<file path="src/rtl/gdai_pkg.sv">
// Shared types and constants for the gyro DCM attitude integrator.
// Used by the top level, the shared multiplier and the checker; no dependencies.
`default_nettype none

package gdai_pkg;

	localparam int RAW_W      = 16;
	localparam int DIFF_W     = RAW_W + 1;
	localparam int DIV_W      = 10;
	localparam int STEP_W     = 7;
	localparam int NMAG_W     = RAW_W + STEP_W;
	localparam int OUT_W      = 32;
	localparam int CFG_IDX_W  = 3;
	localparam int CFG_DATA_W = 16;

	localparam int MUL_W     = 48;
	localparam int MUL_DIGIT = MUL_W / 2;
	localparam int PROD_W    = 2 * MUL_W;

	localparam logic [CFG_IDX_W-1:0] CFG_OFFSET_X     = 3'd0;
	localparam logic [CFG_IDX_W-1:0] CFG_OFFSET_Y     = 3'd1;
	localparam logic [CFG_IDX_W-1:0] CFG_OFFSET_Z     = 3'd2;
	localparam logic [CFG_IDX_W-1:0] CFG_RATE_DIVISOR = 3'd3;
	localparam logic [CFG_IDX_W-1:0] CFG_TIME_STEP    = 3'd4;

	localparam logic signed [RAW_W-1:0] OFFSET_X_RST     = -16'sd166;
	localparam logic signed [RAW_W-1:0] OFFSET_Y_RST     = 16'sd189;
	localparam logic signed [RAW_W-1:0] OFFSET_Z_RST     = 16'sd18;
	localparam logic [DIV_W-1:0]        RATE_DIVISOR_RST = 10'd113;
	localparam logic [STEP_W-1:0]       TIME_STEP_RST    = 7'd2;

	localparam logic [1:0] AXIS_X   = 2'd0;
	localparam logic [1:0] AXIS_Y   = 2'd1;
	localparam logic [1:0] AXIS_Z   = 2'd2;
	localparam logic [1:0] DIM_LAST = 2'd2;

	// pi in Q60 and centidegrees per half turn
	localparam logic [63:0] PI_Q60             = 64'h3243F6A8885A308D;
	localparam logic [63:0] CDEG_PER_HALF_TURN = 64'd18000;
	localparam int          THETA_SHIFT        = 8;

	typedef logic [MUL_W-1:0]         mul_op_t;
	typedef logic [PROD_W-1:0]        prod_t;
	typedef logic [PROD_W:0]          rnd_t;
	typedef logic [NMAG_W-1:0]        nmag_t;
	typedef logic signed [OUT_W-1:0]  out_word_t;

	typedef struct packed {
		logic    start;
		mul_op_t a;
		mul_op_t b;
	} mul_req_t;

	typedef struct packed {
		logic  done;
		prod_t prod;
	} mul_rsp_t;

	typedef enum logic [11:0] {
		S_IDLE  = 12'b0000_0000_0001,
		S_DLOAD = 12'b0000_0000_0010,
		S_DIV   = 12'b0000_0000_0100,
		S_NMUL  = 12'b0000_0000_1000,
		S_TGO   = 12'b0000_0001_0000,
		S_TWAIT = 12'b0000_0010_0000,
		S_RD    = 12'b0000_0100_0000,
		S_RDW   = 12'b0000_1000_0000,
		S_PGO   = 12'b0001_0000_0000,
		S_PWAIT = 12'b0010_0000_0000,
		S_SUM   = 12'b0100_0000_0000,
		S_DONE  = 12'b1000_0000_0000
	} state_t;

endpackage

`default_nettype wire

</file>
<file path="src/rtl/gdai_mul.sv">
// Shared unsigned 48x48 multiplier built from one 24x24 multiplier.
// Depends on gdai_pkg for operand, product and handshake struct types.
`default_nettype none

module gdai_mul (
	input  logic              clk,
	input  logic              arst_n,
	input  gdai_pkg::mul_req_t req,
	output gdai_pkg::mul_rsp_t rsp
);

	gdai_pkg::mul_op_t a_q;
	gdai_pkg::mul_op_t b_q;
	logic [1:0] cnt_q;
	logic busy_q;
	logic [2*gdai_pkg::MUL_DIGIT-1:0] pp_s1;
	logic [1:0] sh_s1;
	logic vld_s1;
	logic last_s1;
	gdai_pkg::prod_t acc_q;
	gdai_pkg::prod_t pp_shifted;
	logic done_q;

	logic [gdai_pkg::MUL_DIGIT-1:0] dig_a;
	logic [gdai_pkg::MUL_DIGIT-1:0] dig_b;
	logic [1:0] sh;

	assign dig_a = cnt_q[0] ? a_q[gdai_pkg::MUL_W-1:gdai_pkg::MUL_DIGIT]
	                        : a_q[gdai_pkg::MUL_DIGIT-1:0];
	assign dig_b = cnt_q[1] ? b_q[gdai_pkg::MUL_W-1:gdai_pkg::MUL_DIGIT]
	                        : b_q[gdai_pkg::MUL_DIGIT-1:0];
	assign sh = {1'b0, cnt_q[0]} + {1'b0, cnt_q[1]};

	always_comb begin
		unique case (sh_s1)
			2'd0:    pp_shifted = gdai_pkg::prod_t'(pp_s1);
			2'd1:    pp_shifted = gdai_pkg::prod_t'(pp_s1) << gdai_pkg::MUL_DIGIT;
			2'd2:    pp_shifted = gdai_pkg::prod_t'(pp_s1) << (2 * gdai_pkg::MUL_DIGIT);
			default: pp_shifted = '0;
		endcase
	end

	always_ff @(posedge clk or negedge arst_n) begin
		if (!arst_n) begin
			busy_q  <= 1'b0;
			cnt_q   <= '0;
			vld_s1  <= 1'b0;
			last_s1 <= 1'b0;
			done_q  <= 1'b0;
		end else begin
			vld_s1  <= busy_q;
			last_s1 <= busy_q && (cnt_q == 2'd3);
			done_q  <= vld_s1 && last_s1;
			if (req.start && !busy_q) begin
				busy_q <= 1'b1;
				cnt_q  <= '0;
			end else if (busy_q) begin
				cnt_q <= cnt_q + 2'd1;
				if (cnt_q == 2'd3) begin
					busy_q <= 1'b0;
				end
			end
		end
	end

	always_ff @(posedge clk) begin
		if (req.start && !busy_q) begin
			a_q   <= req.a;
			b_q   <= req.b;
			acc_q <= '0;
		end else if (vld_s1) begin
			acc_q <= acc_q + pp_shifted;
		end
		if (busy_q) begin
			pp_s1 <= dig_a * dig_b;
			sh_s1 <= sh;
		end
	end

	assign rsp.done = done_q;
	assign rsp.prod = acc_q;

endmodule

`default_nettype wire

</file>
<file path="src/rtl/gyro_dcm_attitude_integrator_unit.sv">
// Top level of the gyro DCM attitude integrator: sequencer, divider, matrix memory.
// Depends on gdai_pkg and gdai_mul.
//
// Usage:
//  - Configuration: cfg_we/cfg_index/cfg_data write the three axis offsets, the
//    rate divisor and the time step; write only while the block is idle.
//  - Input: one gyro word (rate_x/y/z) is taken when in_valid is high and
//    in_stall is low. in_stall stays high while a word is being worked on.
//  - Output: one word r11..r33 (the updated matrix) per input word, offered on
//    out_valid and held while out_stall is high.
//  - Sequence from the accepting edge to out_valid: per axis a 16-step
//    restoring divide and a product on the shared multiplier, then per matrix
//    column three memory reads and six products, then the load of the output
//    register. Each 48x48 product runs on the single 24x24 multiplier, which with
//    the divider sets the rate.
//  - One word is in flight; the next is taken as soon as the result moves to the
//    output register, even while the receiver still stalls the previous result.
//  - Reset: the matrix reads as identity (per-entry valid bits), registers take
//    their default values, no result is pending.
`default_nettype none

module gyro_dcm_attitude_integrator_unit #(
	parameter int ELEMENT_WIDTH = 32,
	parameter int FRAC_BITS     = 28
) (
	input  logic clk,
	input  logic arst_n,

	input  logic                                cfg_we,
	input  logic [gdai_pkg::CFG_IDX_W-1:0]      cfg_index,
	input  logic [gdai_pkg::CFG_DATA_W-1:0]     cfg_data,

	input  logic                                in_valid,
	output logic                                in_stall,
	input  logic signed [gdai_pkg::RAW_W-1:0]   rate_x,
	input  logic signed [gdai_pkg::RAW_W-1:0]   rate_y,
	input  logic signed [gdai_pkg::RAW_W-1:0]   rate_z,

	output logic                                out_valid,
	input  logic                                out_stall,
	output logic signed [gdai_pkg::OUT_W-1:0]   r11,
	output logic signed [gdai_pkg::OUT_W-1:0]   r12,
	output logic signed [gdai_pkg::OUT_W-1:0]   r13,
	output logic signed [gdai_pkg::OUT_W-1:0]   r21,
	output logic signed [gdai_pkg::OUT_W-1:0]   r22,
	output logic signed [gdai_pkg::OUT_W-1:0]   r23,
	output logic signed [gdai_pkg::OUT_W-1:0]   r31,
	output logic signed [gdai_pkg::OUT_W-1:0]   r32,
	output logic signed [gdai_pkg::OUT_W-1:0]   r33
);

	localparam int SumW   = ELEMENT_WIDTH + 2;
	localparam int DMagW  = gdai_pkg::RAW_W;
	localparam int DCntW  = $clog2(DMagW);
	localparam int MemD   = 9;
	localparam int MemAW  = $clog2(MemD);
	localparam logic [DCntW-1:0] DivLast = DCntW'(DMagW - 1);

	localparam logic signed [ELEMENT_WIDTH-1:0] ElMax = {1'b0, {(ELEMENT_WIDTH-1){1'b1}}};
	localparam logic signed [ELEMENT_WIDTH-1:0] ElMin = {1'b1, {(ELEMENT_WIDTH-1){1'b0}}};
	localparam logic signed [ELEMENT_WIDTH-1:0] ElOne =
		(FRAC_BITS < ELEMENT_WIDTH - 1) ? ({{(ELEMENT_WIDTH-1){1'b0}}, 1'b1} << FRAC_BITS)
		                                : ElMax;

	localparam logic [63:0] RadCdegQ60 = gdai_pkg::PI_Q60 / gdai_pkg::CDEG_PER_HALF_TURN;
	localparam logic [63:0] RadK =
		(RadCdegQ60 + (64'd1 << (51 - FRAC_BITS))) >> (52 - FRAC_BITS);
	localparam gdai_pkg::rnd_t RndHalfTheta = gdai_pkg::rnd_t'(1) << (gdai_pkg::THETA_SHIFT - 1);
	localparam gdai_pkg::rnd_t RndHalfProd  = gdai_pkg::rnd_t'(1) << (FRAC_BITS - 1);

	gdai_pkg::state_t state_q;

	logic signed [gdai_pkg::RAW_W-1:0] off_q [3];
	logic [gdai_pkg::DIV_W-1:0]        div_q;
	logic [gdai_pkg::STEP_W-1:0]       step_q;

	logic signed [gdai_pkg::RAW_W-1:0] raw_q [3];
	logic [1:0]                        axis_q;
	logic [DCntW-1:0]                  bit_q;
	logic [DMagW-1:0]                  dq_q;
	logic [gdai_pkg::DIV_W-1:0]        rem_q;
	logic                              q_neg_q;
	gdai_pkg::nmag_t                   n_mag_q;
	logic                              rnd_neg_q;
	logic signed [ELEMENT_WIDTH-1:0]   theta_q [3];
	logic signed [ELEMENT_WIDTH-1:0]   tm_q [2];
	logic signed [ELEMENT_WIDTH-1:0]   colv_q [3];
	logic signed [ELEMENT_WIDTH-1:0]   stage_q [MemD];
	logic signed [gdai_pkg::OUT_W-1:0] out_q [MemD];
	logic                              out_valid_q;
	logic [1:0]                        row_q;
	logic [1:0]                        colsel_q;
	logic                              term_q;

	logic signed [ELEMENT_WIDTH-1:0]   mem_q [MemD];
	logic [MemD-1:0]                   vld_q;
	logic signed [ELEMENT_WIDTH-1:0]   rd_data_s1;
	logic                              rd_vld_s1;
	logic                              rd_s1;
	logic [1:0]                        row_s1;

	logic signed [gdai_pkg::DIFF_W-1:0] diff;
	logic [gdai_pkg::DIFF_W-1:0]        dmag;
	logic [gdai_pkg::DIV_W-1:0]         div_eff;
	logic [gdai_pkg::DIV_W:0]           trial;
	logic [gdai_pkg::DIV_W:0]           trial_sub;
	logic                               ge;
	logic [MemAW-1:0]                   addr;
	logic signed [ELEMENT_WIDTH-1:0]    rd_val;

	logic [1:0]                         sel_axis;
	logic                               sel_negate;
	logic [1:0]                         sel_src;
	logic signed [ELEMENT_WIDTH-1:0]    th;
	logic signed [ELEMENT_WIDTH-1:0]    cv;
	logic [ELEMENT_WIDTH-1:0]           th_mag;
	logic [ELEMENT_WIDTH-1:0]           cv_mag;
	logic                               th_neg;
	logic                               prod_neg;

	gdai_pkg::mul_req_t                 mul_req;
	gdai_pkg::mul_rsp_t                 mul_rsp;
	logic                               theta_mode;
	gdai_pkg::rnd_t                     rnd_sum;
	gdai_pkg::rnd_t                     rnd_shift;
	logic [ELEMENT_WIDTH-1:0]           lim;
	logic [ELEMENT_WIDTH-1:0]           sat_mag;
	logic signed [ELEMENT_WIDTH-1:0]    rnd_val;
	logic signed [SumW-1:0]             sum;
	logic signed [ELEMENT_WIDTH-1:0]    sum_sat;
	logic                               out_load;

	gdai_mul u_mul (
		.clk    (clk),
		.arst_n (arst_n),
		.req    (mul_req),
		.rsp    (mul_rsp)
	);

	// rate divide
	assign diff    = {raw_q[axis_q][gdai_pkg::RAW_W-1], raw_q[axis_q]}
	               - {off_q[axis_q][gdai_pkg::RAW_W-1], off_q[axis_q]};
	assign dmag    = diff[gdai_pkg::DIFF_W-1] ? -diff : diff;
	assign div_eff = (div_q == '0) ? gdai_pkg::DIV_W'(1) : div_q;
	assign trial   = {rem_q, dq_q[DMagW-1]};
	assign trial_sub = trial - {1'b0, div_eff};
	assign ge      = (trial >= {1'b0, div_eff});

	// matrix addressing and read data
	assign addr   = MemAW'({2'b00, row_q}) + MemAW'({1'b0, row_q, 1'b0}) + MemAW'({2'b00, colsel_q});
	assign rd_val = rd_vld_s1 ? rd_data_s1 : ((row_s1 == colsel_q) ? ElOne : '0);

	always_comb begin
		unique case ({row_q, term_q})
			3'b00_0: begin sel_axis = gdai_pkg::AXIS_Z; sel_negate = 1'b1; sel_src = 2'd1; end
			3'b00_1: begin sel_axis = gdai_pkg::AXIS_Y; sel_negate = 1'b0; sel_src = 2'd2; end
			3'b01_0: begin sel_axis = gdai_pkg::AXIS_Z; sel_negate = 1'b0; sel_src = 2'd0; end
			3'b01_1: begin sel_axis = gdai_pkg::AXIS_X; sel_negate = 1'b1; sel_src = 2'd2; end
			3'b10_0: begin sel_axis = gdai_pkg::AXIS_Y; sel_negate = 1'b1; sel_src = 2'd0; end
			3'b10_1: begin sel_axis = gdai_pkg::AXIS_X; sel_negate = 1'b0; sel_src = 2'd1; end
			default: begin sel_axis = gdai_pkg::AXIS_X; sel_negate = 1'b0; sel_src = 2'd0; end
		endcase
	end

	assign th       = theta_q[sel_axis];
	assign cv       = colv_q[sel_src];
	assign th_mag   = th[ELEMENT_WIDTH-1] ? -th : th;
	assign cv_mag   = cv[ELEMENT_WIDTH-1] ? -cv : cv;
	assign th_neg   = sel_negate ? (!th[ELEMENT_WIDTH-1] && (th != '0)) : th[ELEMENT_WIDTH-1];
	assign prod_neg = th_neg ^ cv[ELEMENT_WIDTH-1];

	always_comb begin
		mul_req.start = (state_q == gdai_pkg::S_TGO) || (state_q == gdai_pkg::S_PGO);
		if (state_q == gdai_pkg::S_TGO) begin
			mul_req.a = gdai_pkg::mul_op_t'(n_mag_q);
			mul_req.b = RadK[gdai_pkg::MUL_W-1:0];
		end else begin
			mul_req.a = gdai_pkg::mul_op_t'(th_mag);
			mul_req.b = gdai_pkg::mul_op_t'(cv_mag);
		end
	end

	// round half away from zero, saturate, apply sign
	assign theta_mode = (state_q == gdai_pkg::S_TWAIT);
	assign rnd_sum    = {1'b0, mul_rsp.prod} + (theta_mode ? RndHalfTheta : RndHalfProd);
	assign rnd_shift  = theta_mode ? (rnd_sum >> gdai_pkg::THETA_SHIFT) : (rnd_sum >> FRAC_BITS);
	assign lim        = rnd_neg_q ? ElMin : ElMax;
	assign sat_mag    = (rnd_shift > gdai_pkg::rnd_t'(lim)) ? lim : rnd_shift[ELEMENT_WIDTH-1:0];
	assign rnd_val    = rnd_neg_q ? -sat_mag : sat_mag;

	assign sum = SumW'(colv_q[row_q]) + SumW'(tm_q[0]) + SumW'(tm_q[1]);
	always_comb begin
		priority if (sum > SumW'(ElMax)) begin
			sum_sat = ElMax;
		end else if (sum < SumW'(ElMin)) begin
			sum_sat = ElMin;
		end else begin
			sum_sat = sum[ELEMENT_WIDTH-1:0];
		end
	end

	assign out_load = (state_q == gdai_pkg::S_DONE) && (!out_valid_q || !out_stall);

	always_ff @(posedge clk or negedge arst_n) begin
		if (!arst_n) begin
			state_q     <= gdai_pkg::S_IDLE;
			off_q[0]    <= gdai_pkg::OFFSET_X_RST;
			off_q[1]    <= gdai_pkg::OFFSET_Y_RST;
			off_q[2]    <= gdai_pkg::OFFSET_Z_RST;
			div_q       <= gdai_pkg::RATE_DIVISOR_RST;
			step_q      <= gdai_pkg::TIME_STEP_RST;
			axis_q      <= gdai_pkg::AXIS_X;
			bit_q       <= '0;
			row_q       <= '0;
			colsel_q    <= '0;
			term_q      <= 1'b0;
			out_valid_q <= 1'b0;
			rd_s1       <= 1'b0;
			vld_q       <= '0;
		end else begin
			if (cfg_we) begin
				unique case (cfg_index)
					gdai_pkg::CFG_OFFSET_X:     off_q[0] <= cfg_data;
					gdai_pkg::CFG_OFFSET_Y:     off_q[1] <= cfg_data;
					gdai_pkg::CFG_OFFSET_Z:     off_q[2] <= cfg_data;
					gdai_pkg::CFG_RATE_DIVISOR: div_q    <= cfg_data[gdai_pkg::DIV_W-1:0];
					gdai_pkg::CFG_TIME_STEP:    step_q   <= cfg_data[gdai_pkg::STEP_W-1:0];
					default: ;
				endcase
			end
			rd_s1 <= (state_q == gdai_pkg::S_RD);
			if (out_valid_q && !out_stall) begin
				out_valid_q <= 1'b0;
			end
			unique case (state_q)
				gdai_pkg::S_IDLE: begin
					if (in_valid) begin
						axis_q  <= gdai_pkg::AXIS_X;
						state_q <= gdai_pkg::S_DLOAD;
					end
				end
				gdai_pkg::S_DLOAD: begin
					bit_q   <= '0;
					state_q <= gdai_pkg::S_DIV;
				end
				gdai_pkg::S_DIV: begin
					bit_q <= bit_q + DCntW'(1);
					if (bit_q == DivLast) begin
						state_q <= gdai_pkg::S_NMUL;
					end
				end
				gdai_pkg::S_NMUL: state_q <= gdai_pkg::S_TGO;
				gdai_pkg::S_TGO:  state_q <= gdai_pkg::S_TWAIT;
				gdai_pkg::S_TWAIT: begin
					if (mul_rsp.done) begin
						if (axis_q == gdai_pkg::AXIS_Z) begin
							row_q    <= '0;
							colsel_q <= '0;
							state_q  <= gdai_pkg::S_RD;
						end else begin
							axis_q  <= axis_q + 2'd1;
							state_q <= gdai_pkg::S_DLOAD;
						end
					end
				end
				gdai_pkg::S_RD: begin
					if (row_q == gdai_pkg::DIM_LAST) begin
						row_q   <= '0;
						state_q <= gdai_pkg::S_RDW;
					end else begin
						row_q <= row_q + 2'd1;
					end
				end
				gdai_pkg::S_RDW: begin
					term_q  <= 1'b0;
					state_q <= gdai_pkg::S_PGO;
				end
				gdai_pkg::S_PGO: state_q <= gdai_pkg::S_PWAIT;
				gdai_pkg::S_PWAIT: begin
					if (mul_rsp.done) begin
						if (!term_q) begin
							term_q  <= 1'b1;
							state_q <= gdai_pkg::S_PGO;
						end else begin
							state_q <= gdai_pkg::S_SUM;
						end
					end
				end
				gdai_pkg::S_SUM: begin
					vld_q[addr] <= 1'b1;
					term_q      <= 1'b0;
					if (row_q == gdai_pkg::DIM_LAST) begin
						row_q <= '0;
						if (colsel_q == gdai_pkg::DIM_LAST) begin
							state_q <= gdai_pkg::S_DONE;
						end else begin
							colsel_q <= colsel_q + 2'd1;
							state_q  <= gdai_pkg::S_RD;
						end
					end else begin
						row_q   <= row_q + 2'd1;
						state_q <= gdai_pkg::S_PGO;
					end
				end
				gdai_pkg::S_DONE: begin
					if (out_load) begin
						out_valid_q <= 1'b1;
						state_q     <= gdai_pkg::S_IDLE;
					end
				end
				default: state_q <= gdai_pkg::S_IDLE;
			endcase
		end
	end

	always_ff @(posedge clk) begin
		if ((state_q == gdai_pkg::S_IDLE) && in_valid) begin
			raw_q[0] <= rate_x;
			raw_q[1] <= rate_y;
			raw_q[2] <= rate_z;
		end
		if (state_q == gdai_pkg::S_DLOAD) begin
			dq_q    <= dmag[DMagW-1:0];
			rem_q   <= '0;
			q_neg_q <= diff[gdai_pkg::DIFF_W-1];
		end
		if (state_q == gdai_pkg::S_DIV) begin
			dq_q  <= {dq_q[DMagW-2:0], ge};
			rem_q <= ge ? trial_sub[gdai_pkg::DIV_W-1:0] : trial[gdai_pkg::DIV_W-1:0];
		end
		if (state_q == gdai_pkg::S_NMUL) begin
			n_mag_q <= gdai_pkg::nmag_t'(dq_q) * gdai_pkg::nmag_t'(step_q);
		end
		if (state_q == gdai_pkg::S_TGO) begin
			rnd_neg_q <= q_neg_q;
		end
		if (state_q == gdai_pkg::S_PGO) begin
			rnd_neg_q <= prod_neg;
		end
		if ((state_q == gdai_pkg::S_TWAIT) && mul_rsp.done) begin
			theta_q[axis_q] <= rnd_val;
		end
		if ((state_q == gdai_pkg::S_PWAIT) && mul_rsp.done) begin
			tm_q[term_q] <= rnd_val;
		end
		if (state_q == gdai_pkg::S_RD) begin
			rd_data_s1 <= mem_q[addr];
			rd_vld_s1  <= vld_q[addr];
			row_s1     <= row_q;
		end
		if (rd_s1) begin
			colv_q[row_s1] <= rd_val;
		end
		if (state_q == gdai_pkg::S_SUM) begin
			mem_q[addr]   <= sum_sat;
			stage_q[addr] <= sum_sat;
		end
		if (out_load) begin
			for (int k = 0; k < MemD; k++) begin
				out_q[k] <= gdai_pkg::out_word_t'(stage_q[k]);
			end
		end
	end

	assign in_stall  = (state_q != gdai_pkg::S_IDLE);
	assign out_valid = out_valid_q;
	assign r11 = out_q[0];
	assign r12 = out_q[1];
	assign r13 = out_q[2];
	assign r21 = out_q[3];
	assign r22 = out_q[4];
	assign r23 = out_q[5];
	assign r31 = out_q[6];
	assign r32 = out_q[7];
	assign r33 = out_q[8];

endmodule

`default_nettype wire

</file>
<file path="config.mk">
export PLATFORM = sky130hd
export DESIGN_NAME = gyro_dcm_attitude_integrator_unit
export DESIGN_NICKNAME = d
export VERILOG_FILES = /design/src/rtl/gdai_pkg.sv /design/src/rtl/gdai_mul.sv /design/src/rtl/gyro_dcm_attitude_integrator_unit.sv
export SDC_FILE = /design/constraint.sdc
export NUM_CORES = 2
export LEC_CHECK = 0
export BUFFER_PORTS_ARGS = -buffer_cell sky130_fd_sc_hd__buf_2
export CORE_MARGIN = 10
export CORE_UTILIZATION = 47
export DETAILED_ROUTE_END_ITERATION = 16
export REMOVE_ABC_BUFFERS = 1
export SKIP_LAST_GASP = 1
export SLEW_MARGIN = 20
export SYNTH_ARGS = -nofsm -noshare
export SYNTH_HDL_FRONTEND = slang
export SYNTH_SLANG_ARGS = --single-unit
</file>
<file path="constraint.sdc">
create_clock -name clk -period 18.75 [get_ports clk]
set_clock_uncertainty 0.1 [all_clocks]
set_input_delay 0.9375 -clock clk [delete_from_list [all_inputs] [get_ports clk]]
set_output_delay 0.9375 -clock clk [all_outputs]
set_load 0.03 [all_outputs]
</file>
After elaboration in Yosys (flattened, before gate mapping)
Memories as Yosys holds them, arrays and structs flattened. A register that Yosys moved wholly into a read port is not among the register bits.
Index checks and enable logic that the tools add are counted.
{ "op_classes": {"addsub": 18, "multipliers": 2, "magnitude_cmp": 7, "bitwise_logic": 5, "eq_ne": 40, "n_reduce_logical": 47, "n_mux": 80} }
{ "ops": {"columns": ["op", "count"], "rows": [
  ["96-bit one-hot mux with 3 select lines", 1],
  ["32-bit two-way mux", 7],
  ["12-bit one-hot mux with 12 select lines", 1],
  ["96-bit by 28-bit adder with 97-bit output", 1],
  ["96-bit adder", 1],
  ["12-bit two-way mux", 8],
  ["32-bit negator", 3],
  ["89-bit by 32-bit greater-than comparator with 1-bit output", 1],
  ["89-bit two-way mux", 1],
  ["16-bit two-way mux", 5],
  ["71-bit two-way mux", 1],
  ["24-bit by 24-bit multiplier with 48-bit output", 1],
  ["24-bit two-way mux", 2],
  ["10-bit two-way mux", 4],
  ["33-bit by 32-bit adder with 34-bit output", 1],
  ["34-bit by 32-bit greater-than comparator with 1-bit output, second input constant", 1],
  ["34-bit by 32-bit less-than comparator with 1-bit output, second input constant", 1],
  ["32-bit by 32-bit adder with 33-bit output", 1],
  ["16-bit binary-select mux with 2-bit select", 1],
  ["32-bit nonzero test", 1],
  ["31-bit two-way mux", 1],
  ["29-bit two-way mux", 1],
  ["28-bit two-way mux", 1],
  ["1-bit two-way mux", 25],
  ["61 further kinds", 128]
]} }
{ "totals": {"in_bits": 72, "elab_cells": 241, "reg_bits": 401, "mem_count": 7, "ram_bits": 1168, "output_inout_bits": 290} }
{ "memory_table": {"columns": ["memory", "depth", "word_bits", "read_ports", "rd_clocked_by_memory_dff", "write_ports", "line_no", "source"], "rows": [
  ["mem_q", 9, 32, 1, 1, 1, "gyro_dcm_attitude_integrator_unit.sv:95", "logic signed [ELEMENT_WIDTH-1:0] mem_q [MemD];"],
  ["out_q", 9, 32, 9, 0, 9, "gyro_dcm_attitude_integrator_unit.sv:89", "logic signed [gdai_pkg::OUT_W-1:0] out_q [MemD];"],
  ["stage_q", 9, 32, 9, 0, 1, "gyro_dcm_attitude_integrator_unit.sv:88", "logic signed [ELEMENT_WIDTH-1:0] stage_q [MemD];"],
  ["colv_q", 3, 32, 2, 0, 1, "gyro_dcm_attitude_integrator_unit.sv:87", "logic signed [ELEMENT_WIDTH-1:0] colv_q [3];"],
  ["theta_q", 3, 32, 1, 0, 1, "gyro_dcm_attitude_integrator_unit.sv:85", "logic signed [ELEMENT_WIDTH-1:0] theta_q [3];"],
  ["tm_q", 2, 32, 2, 0, 1, "gyro_dcm_attitude_integrator_unit.sv:86", "logic signed [ELEMENT_WIDTH-1:0] tm_q [2];"],
  ["1 more memories", null, null, null, null, null, null, null]
]} }

Logic depth before layout (Yosys ltp)
{ "logic_depth": {"depth_word": 9, "ltp_mapped": 42, "mapped_depth_nobuf": 32} }

Hierarchy
A second synthesis with hierarchy kept.
{ "unflattened": {"hier_cells": 7882, "hier_area_um2": 86933.4} }
{ "by_module_without_submodules": {"columns": ["module", "area_each_um2", "instances", "seq_area_each_um2", "cells_per_inst"], "rows": [
  ["gyro_dcm_attitude_integrator_unit", 52833.2, 1, 31517.7, 4091],
  ["gdai_mul", 34100.2, 1, 6456.2, 3791]
]} }

Least setup slack after synthesis
OpenSTA, ideal clock, no wires.
{ "synth_path": {"kind": "reg-to-reg", "from": "register state_q[3]", "to": "memory out_q[0][0] in the netlist's numbering, enable pin", "stages_incl_launch_ff": 5, "period_less_slack_ns": 16.180, "slack_ns": 2.570, "path_buffers": 0, "arrival_time_ns": 15.048, "setup_time_ns": 1.033, "required_ns": 17.617, "path_cell_list": "dfrtp_1 -> nor4_1 -> and2_1 -> nand4b_1 -> a21oi_1"} }
{ "synth_rtl": {"columns": ["item", "line_no", "source"], "rows": [
  ["start: declaration", "gyro_dcm_attitude_integrator_unit.sv:71", "gdai_pkg::state_t state_q;"],
  ["start signal: assignment", "gyro_dcm_attitude_integrator_unit.sv:206", "state_q <= gdai_pkg::S_IDLE;"],
  ["start signal: assignment", "gyro_dcm_attitude_integrator_unit.sv:239", "state_q <= gdai_pkg::S_DLOAD;"],
  ["start signal: assignment", "gyro_dcm_attitude_integrator_unit.sv:244", "state_q <= gdai_pkg::S_DIV;"],
  ["end: declaration", "gyro_dcm_attitude_integrator_unit.sv:89", null]
]} }

Final worst setup path
{ "layout_path": {"from": "register state_q[4]", "to": "memory theta_q[1][24] (data pin)"} }
{ "layout_via": {"elab_chain_cells": 8} }
{ "layout_rtl": {"columns": ["item", "line_no", "source"], "rows": [
  ["12-bit by 6-bit equality test with 1-bit output (*)", "gyro_dcm_attitude_integrator_unit.sv:184", "assign theta_mode = (state_q == gdai_pkg::S_TWAIT);"],
  ["28-bit two-way mux", "gyro_dcm_attitude_integrator_unit.sv:185", "assign rnd_sum = {1'b0, mul_rsp.prod} + (theta_mode ? RndHalfTheta : RndHalfProd);"],
  ["96-bit by 28-bit adder with 97-bit output", "gyro_dcm_attitude_integrator_unit.sv:185", null],
  ["89-bit two-way mux (*)", "gyro_dcm_attitude_integrator_unit.sv:186", "assign rnd_shift = theta_mode ? (rnd_sum >> gdai_pkg::THETA_SHIFT) : (rnd_sum >> FRAC_BITS);"],
  ["89-bit by 32-bit greater-than comparator with 1-bit output", "gyro_dcm_attitude_integrator_unit.sv:188", "assign sat_mag = (rnd_shift > gdai_pkg::rnd_t'(lim)) ? lim : rnd_shift[ELEMENT_WIDTH-1:0];"],
  ["32-bit two-way mux (*)", "gyro_dcm_attitude_integrator_unit.sv:188", null],
  ["32-bit negator", "gyro_dcm_attitude_integrator_unit.sv:189", "assign rnd_val = rnd_neg_q ? -sat_mag : sat_mag;"],
  ["32-bit two-way mux (*)", "gyro_dcm_attitude_integrator_unit.sv:189", null],
  ["via rnd_val[24]", "gyro_dcm_attitude_integrator_unit.sv:128", "logic signed [ELEMENT_WIDTH-1:0] rnd_val;"],
  ["end: declaration", "gyro_dcm_attitude_integrator_unit.sv:85", null]
]} }
Mark *: on every way through the listed nets, which the timed path passes. The rest lies on a longest branch.

==> impl_results.md <==
* Ratio of cells with drive above 1 in the final layout at ~12%
* Vias per inst at ~5.8
* Port bufs at 361
* VDD IR max at slightly above 0.00008 V
* Via count at approximately 60000
* LEAKAGE at 38.4 nW
* Final nets at between 9000 and 10000
* RSZ-0062 raised after global routing: false
* Clock Path Buffers at 3
* GRT Resource Usage Total at between 20% and 30%
* Clock-pin slew on the worst setup and hold paths at roughly 0.060 ns
* Ys Warns at 0
* Max-slew violation count at 0
* CTS tree: done
* Initial antenna violation count at 5
* Gate count after technology mapping at between 7000 and 8000
* WL/cell at roughly 25 um
* Area grow syn2layout at 11.3%
* Psw at approximately 1.7 mW
* Max Cap Viol at 0
* First-pass GRT wire length at 387000 um
* Worst Setup SP: state_q[4]
* Setup WS pre-CTS at a little under 8 ns
* Clk Latency, worst-skew pair at slightly above 0.8 ns
* Count of different cell masters after synthesis at just over 100
* Number of antenna-violating nets in the routed design at 0
* Worst setup SP type: flop
* Grt total ovfl at 0
* Clock Power Share at a little over two fifths
* Final Hold Viols at 0
* Setup CP Type: flop to flop
* Std-Cell Rows at around 160
* Final min period at 11.24 ns
* Area leader, netlist: edfxtp_1
* Worst relative slew slack at approximately 25%
* Core area at 179000 um2
* PostCTS Resize Cnt at 0
* Flop pwr share at 45.8%
* Io pins at 362
* Largest net degree at the start of global routing at about 170
* FF-to-FF Start: state_q[4]
* Number of DRC markers in iteration 0 at 5859
* Clock sinks at 1281
* Setup TNS at 0 ns
* Synth Cell Area at 84500 um2
* WP data arrival at 11.63 ns
* Worst slew pin tran at 1.13 ns
* CP Capture Type: flop
* Setup WS post-layout at roughly 7.5 ns
* Number of flops mapped to enable cells by yosys at about 1100
* Synth Area per Inst at roughly 11 um2
* Gpl congestion at ~0.96
* Fin crit share at 59.9%
* Hold Startpoint: rate_y[2]
* H-tree levels at 4
* Worst EP required at roughly 19 ns
* FFs w/ async S/R, synth at under 10%
* Yosys top cell area share at between 30% and 40%
* Hold slack at between 0.15 and 0.2 ns
* Total wire length at between 200000 and 300000 um
* Outcome: finished clean
* Final setup viols at 0
* Die area at 197000 um2
* Clk root buf: clkbuf_16
* Crit path largest cell delay at 0.78 ns
* DRC violations left at 0
* Die Height at around 440 um
* Ys flop type: edfxtp_1
* Largest cells by area after synthesis: edfxtp_1, fa_1, ha_1, nand2_1, inv_1
* Seq/Total Area, Yosys at between 40 and 50%
* Max Clock Freq at around 0.089 GHz
* Number of synthesized register bits at around 1300
* Cts bufs inserted at ~140
* Crit path max fanout at 50
* HPWL Detailed at ~190000 um
* Vias in the first global route at 60565
* Sw Ratio at between 20 and 30%
* Combinational power share at approximately 13%
* Die Wd at ~440 um
* First-pass iteration count of the detailed router at 5
* Number of setup buffers added after CTS at 0
* Final Util at a little over half
* Starting Density at between 40% and 50%
* Cell at the slowest stage of the critical path: nor3_1
* CTS Hold Bufs at 1
* HP Class: input port to flop
* Power Density at 73.5 nW/um2
* Cell-internal power at between 5 and 6 mW
## critical path: cells and delay by family (launching register included)
family / cells / cell delay, ns
adder cells (fa/ha/maj): 3 / 0.93
flip-flops: 1 / 0.44
multiplexers: 1 / 0.34
AND/OR/NAND/NOR: 21 / 6.70
XOR/XNOR: 1 / 0.08
AO/OA/AOI/OAI: 4 / 0.88
buffers and inverters: 5 / 1.40
## area by class of cell
type                       instances  area (um2)
antenna                            2        5.00
clock buffer                     173        3740
clock inverter                    84        1140
fill                           15596       84600
inverter                         722        2710
multi-input combinational       5282       43600
sequential                      1281       37000
tap                             2355        2950
timing repair buffer             495        2830
## path summary, 6_finish.rpt
check / to / slack, ns / depth (start not counted)
max: theta_q[1][24] / 7.51 / 35
min: raw_q[1][2] / 0.20 / 1
max reg2reg: theta_q[1][24] / 7.51 / 35
min reg2reg: out_q[0][229] / 0.32 / 0
max in group asynchronous: row_q[0] / 16.84 / 3
min in group asynchronous: u_mul.cnt_q[0] / 0.57 / 2
## cells by family after synthesis
kind of cell,synth area share [%]
AOI/OAI and AO/OA,8.95
buffers and inverters,4.84
adders and majority gates,20.1
muxes,5.87
and+or+nand+nor,13.0
DFF,43.8
xor gates and xnor gates,3.38
## layout by cell type, fill, tap and decap left out, drive strengths merged, types with 59 or more instances in the layout
| cell | instances |
|---|---|
| nor3 | 111 |
| nand2 | 819 |
| fa | 589 |
| nand2b | 79 |
| buf | 494 |
| mux2 | 84 |
| a21o | 108 |
| inv | 726 |
| dfxtp | 96 |
| mux2i | 253 |
| ha | 417 |
| xnor2 | 210 |
| clkinv | 59 |
| dfrtp | 79 |
| o21ai | 330 |
| nand3 | 110 |
| edfxtp | 1080 |
| nand4 | 74 |
| and2 | 151 |
| nor2b | 74 |
| mux4 | 66 |
| clkbuf | 173 |
| a21oi | 354 |
| xor2 | 116 |
| nor2 | 646 |
## sequential cells by signal (all words and copies together) (netlist names), 4 cells and up
signal,cells
theta_q,96
u_mul.a_q,32
bit_q,4
u_mul.b_q,32
rem_q,10
colv_q,96
tm_q,64
dq_q,16
rd_data_s1,32
stage_q,224
vld_q,9
off_q,48
mem_q,64
div_q,10
out_q,288
u_mul.acc_q,96
raw_q,48
n_mag_q,23
state_q,12
step_q,7
u_mul.pp_s1,48
## synthesized netlist by cell type, types with 11 or more instances
library cell	instances
buf_2	16
dfxtp_1	96
o31ai_1	41
a21oi_1	353
nor3b_1	12
mux4_2	66
nor2_1	645
and3_1	51
a22o_1	31
a21boi_0	20
inv_1	720
or3_1	37
nand3_1	107
o21a_1	35
a21o_1	108
nand4b_1	11
nand4_1	71
ha_1	417
dfstp_2	26
o21ai_0	323
mux2i_1	253
o221ai_1	16
nor4_1	50
edfxtp_1	1080
mux2_2	84
xnor2_1	210
o211ai_1	13
buf_1	36
nand2b_1	79
nor2b_1	74
nor3_1	107
or4_1	14
or2_2	31
dfrtp_1	79
and2_1	150
fa_1	589
a31oi_1	52
and4_1	17
o21bai_1	42
o22ai_1	22
a22oi_1	14
clkbuf_1	293
nand2_1	819
a211oi_1	34
xor2_1	116
## layer usage
layer / track usage [%] / wire length, um / share of wire, % / up-vias
met1: 35.2 / 110000 / 43 / 30360
met5: 0 / 0 / 0 / -
li1: - / - / - / 27105
met4: 7.12 / 7060 / 2.8 / 0
met2: 40.4 / 118000 / 46 / 2305
met3: 6.11 / 21700 / 8.5 / 350
## stage by stage
step | cell area (um2) | power [mW] | std cells
4_1_cts | 94000 | 6.96 | 10392
3_5_place_dp | 89100 | 4.08 | 10134
2_1_floorplan | 83100 | 3.87 | 7285
3_3_place_gp | 89100 | 4.06 | 10134
6_report | 94000 | 6.91 | 10394
5_1_grt | 94000 | 7.20 | 10392
## power by group through the flow
stage / registers (mW) / clock network (mW) / logic (mW)
CTS: 3.16 / 2.93 / 0.867
global placement: 3.22 / 0 / 0.841
finish: 3.17 / 2.88 / 0.863
floorplan: 3.21 / 0 / 0.654
global route: 3.17 / 3.05 / 0.980
detailed placement: 3.22 / 0 / 0.855
(Power assumes the default switching activity.)
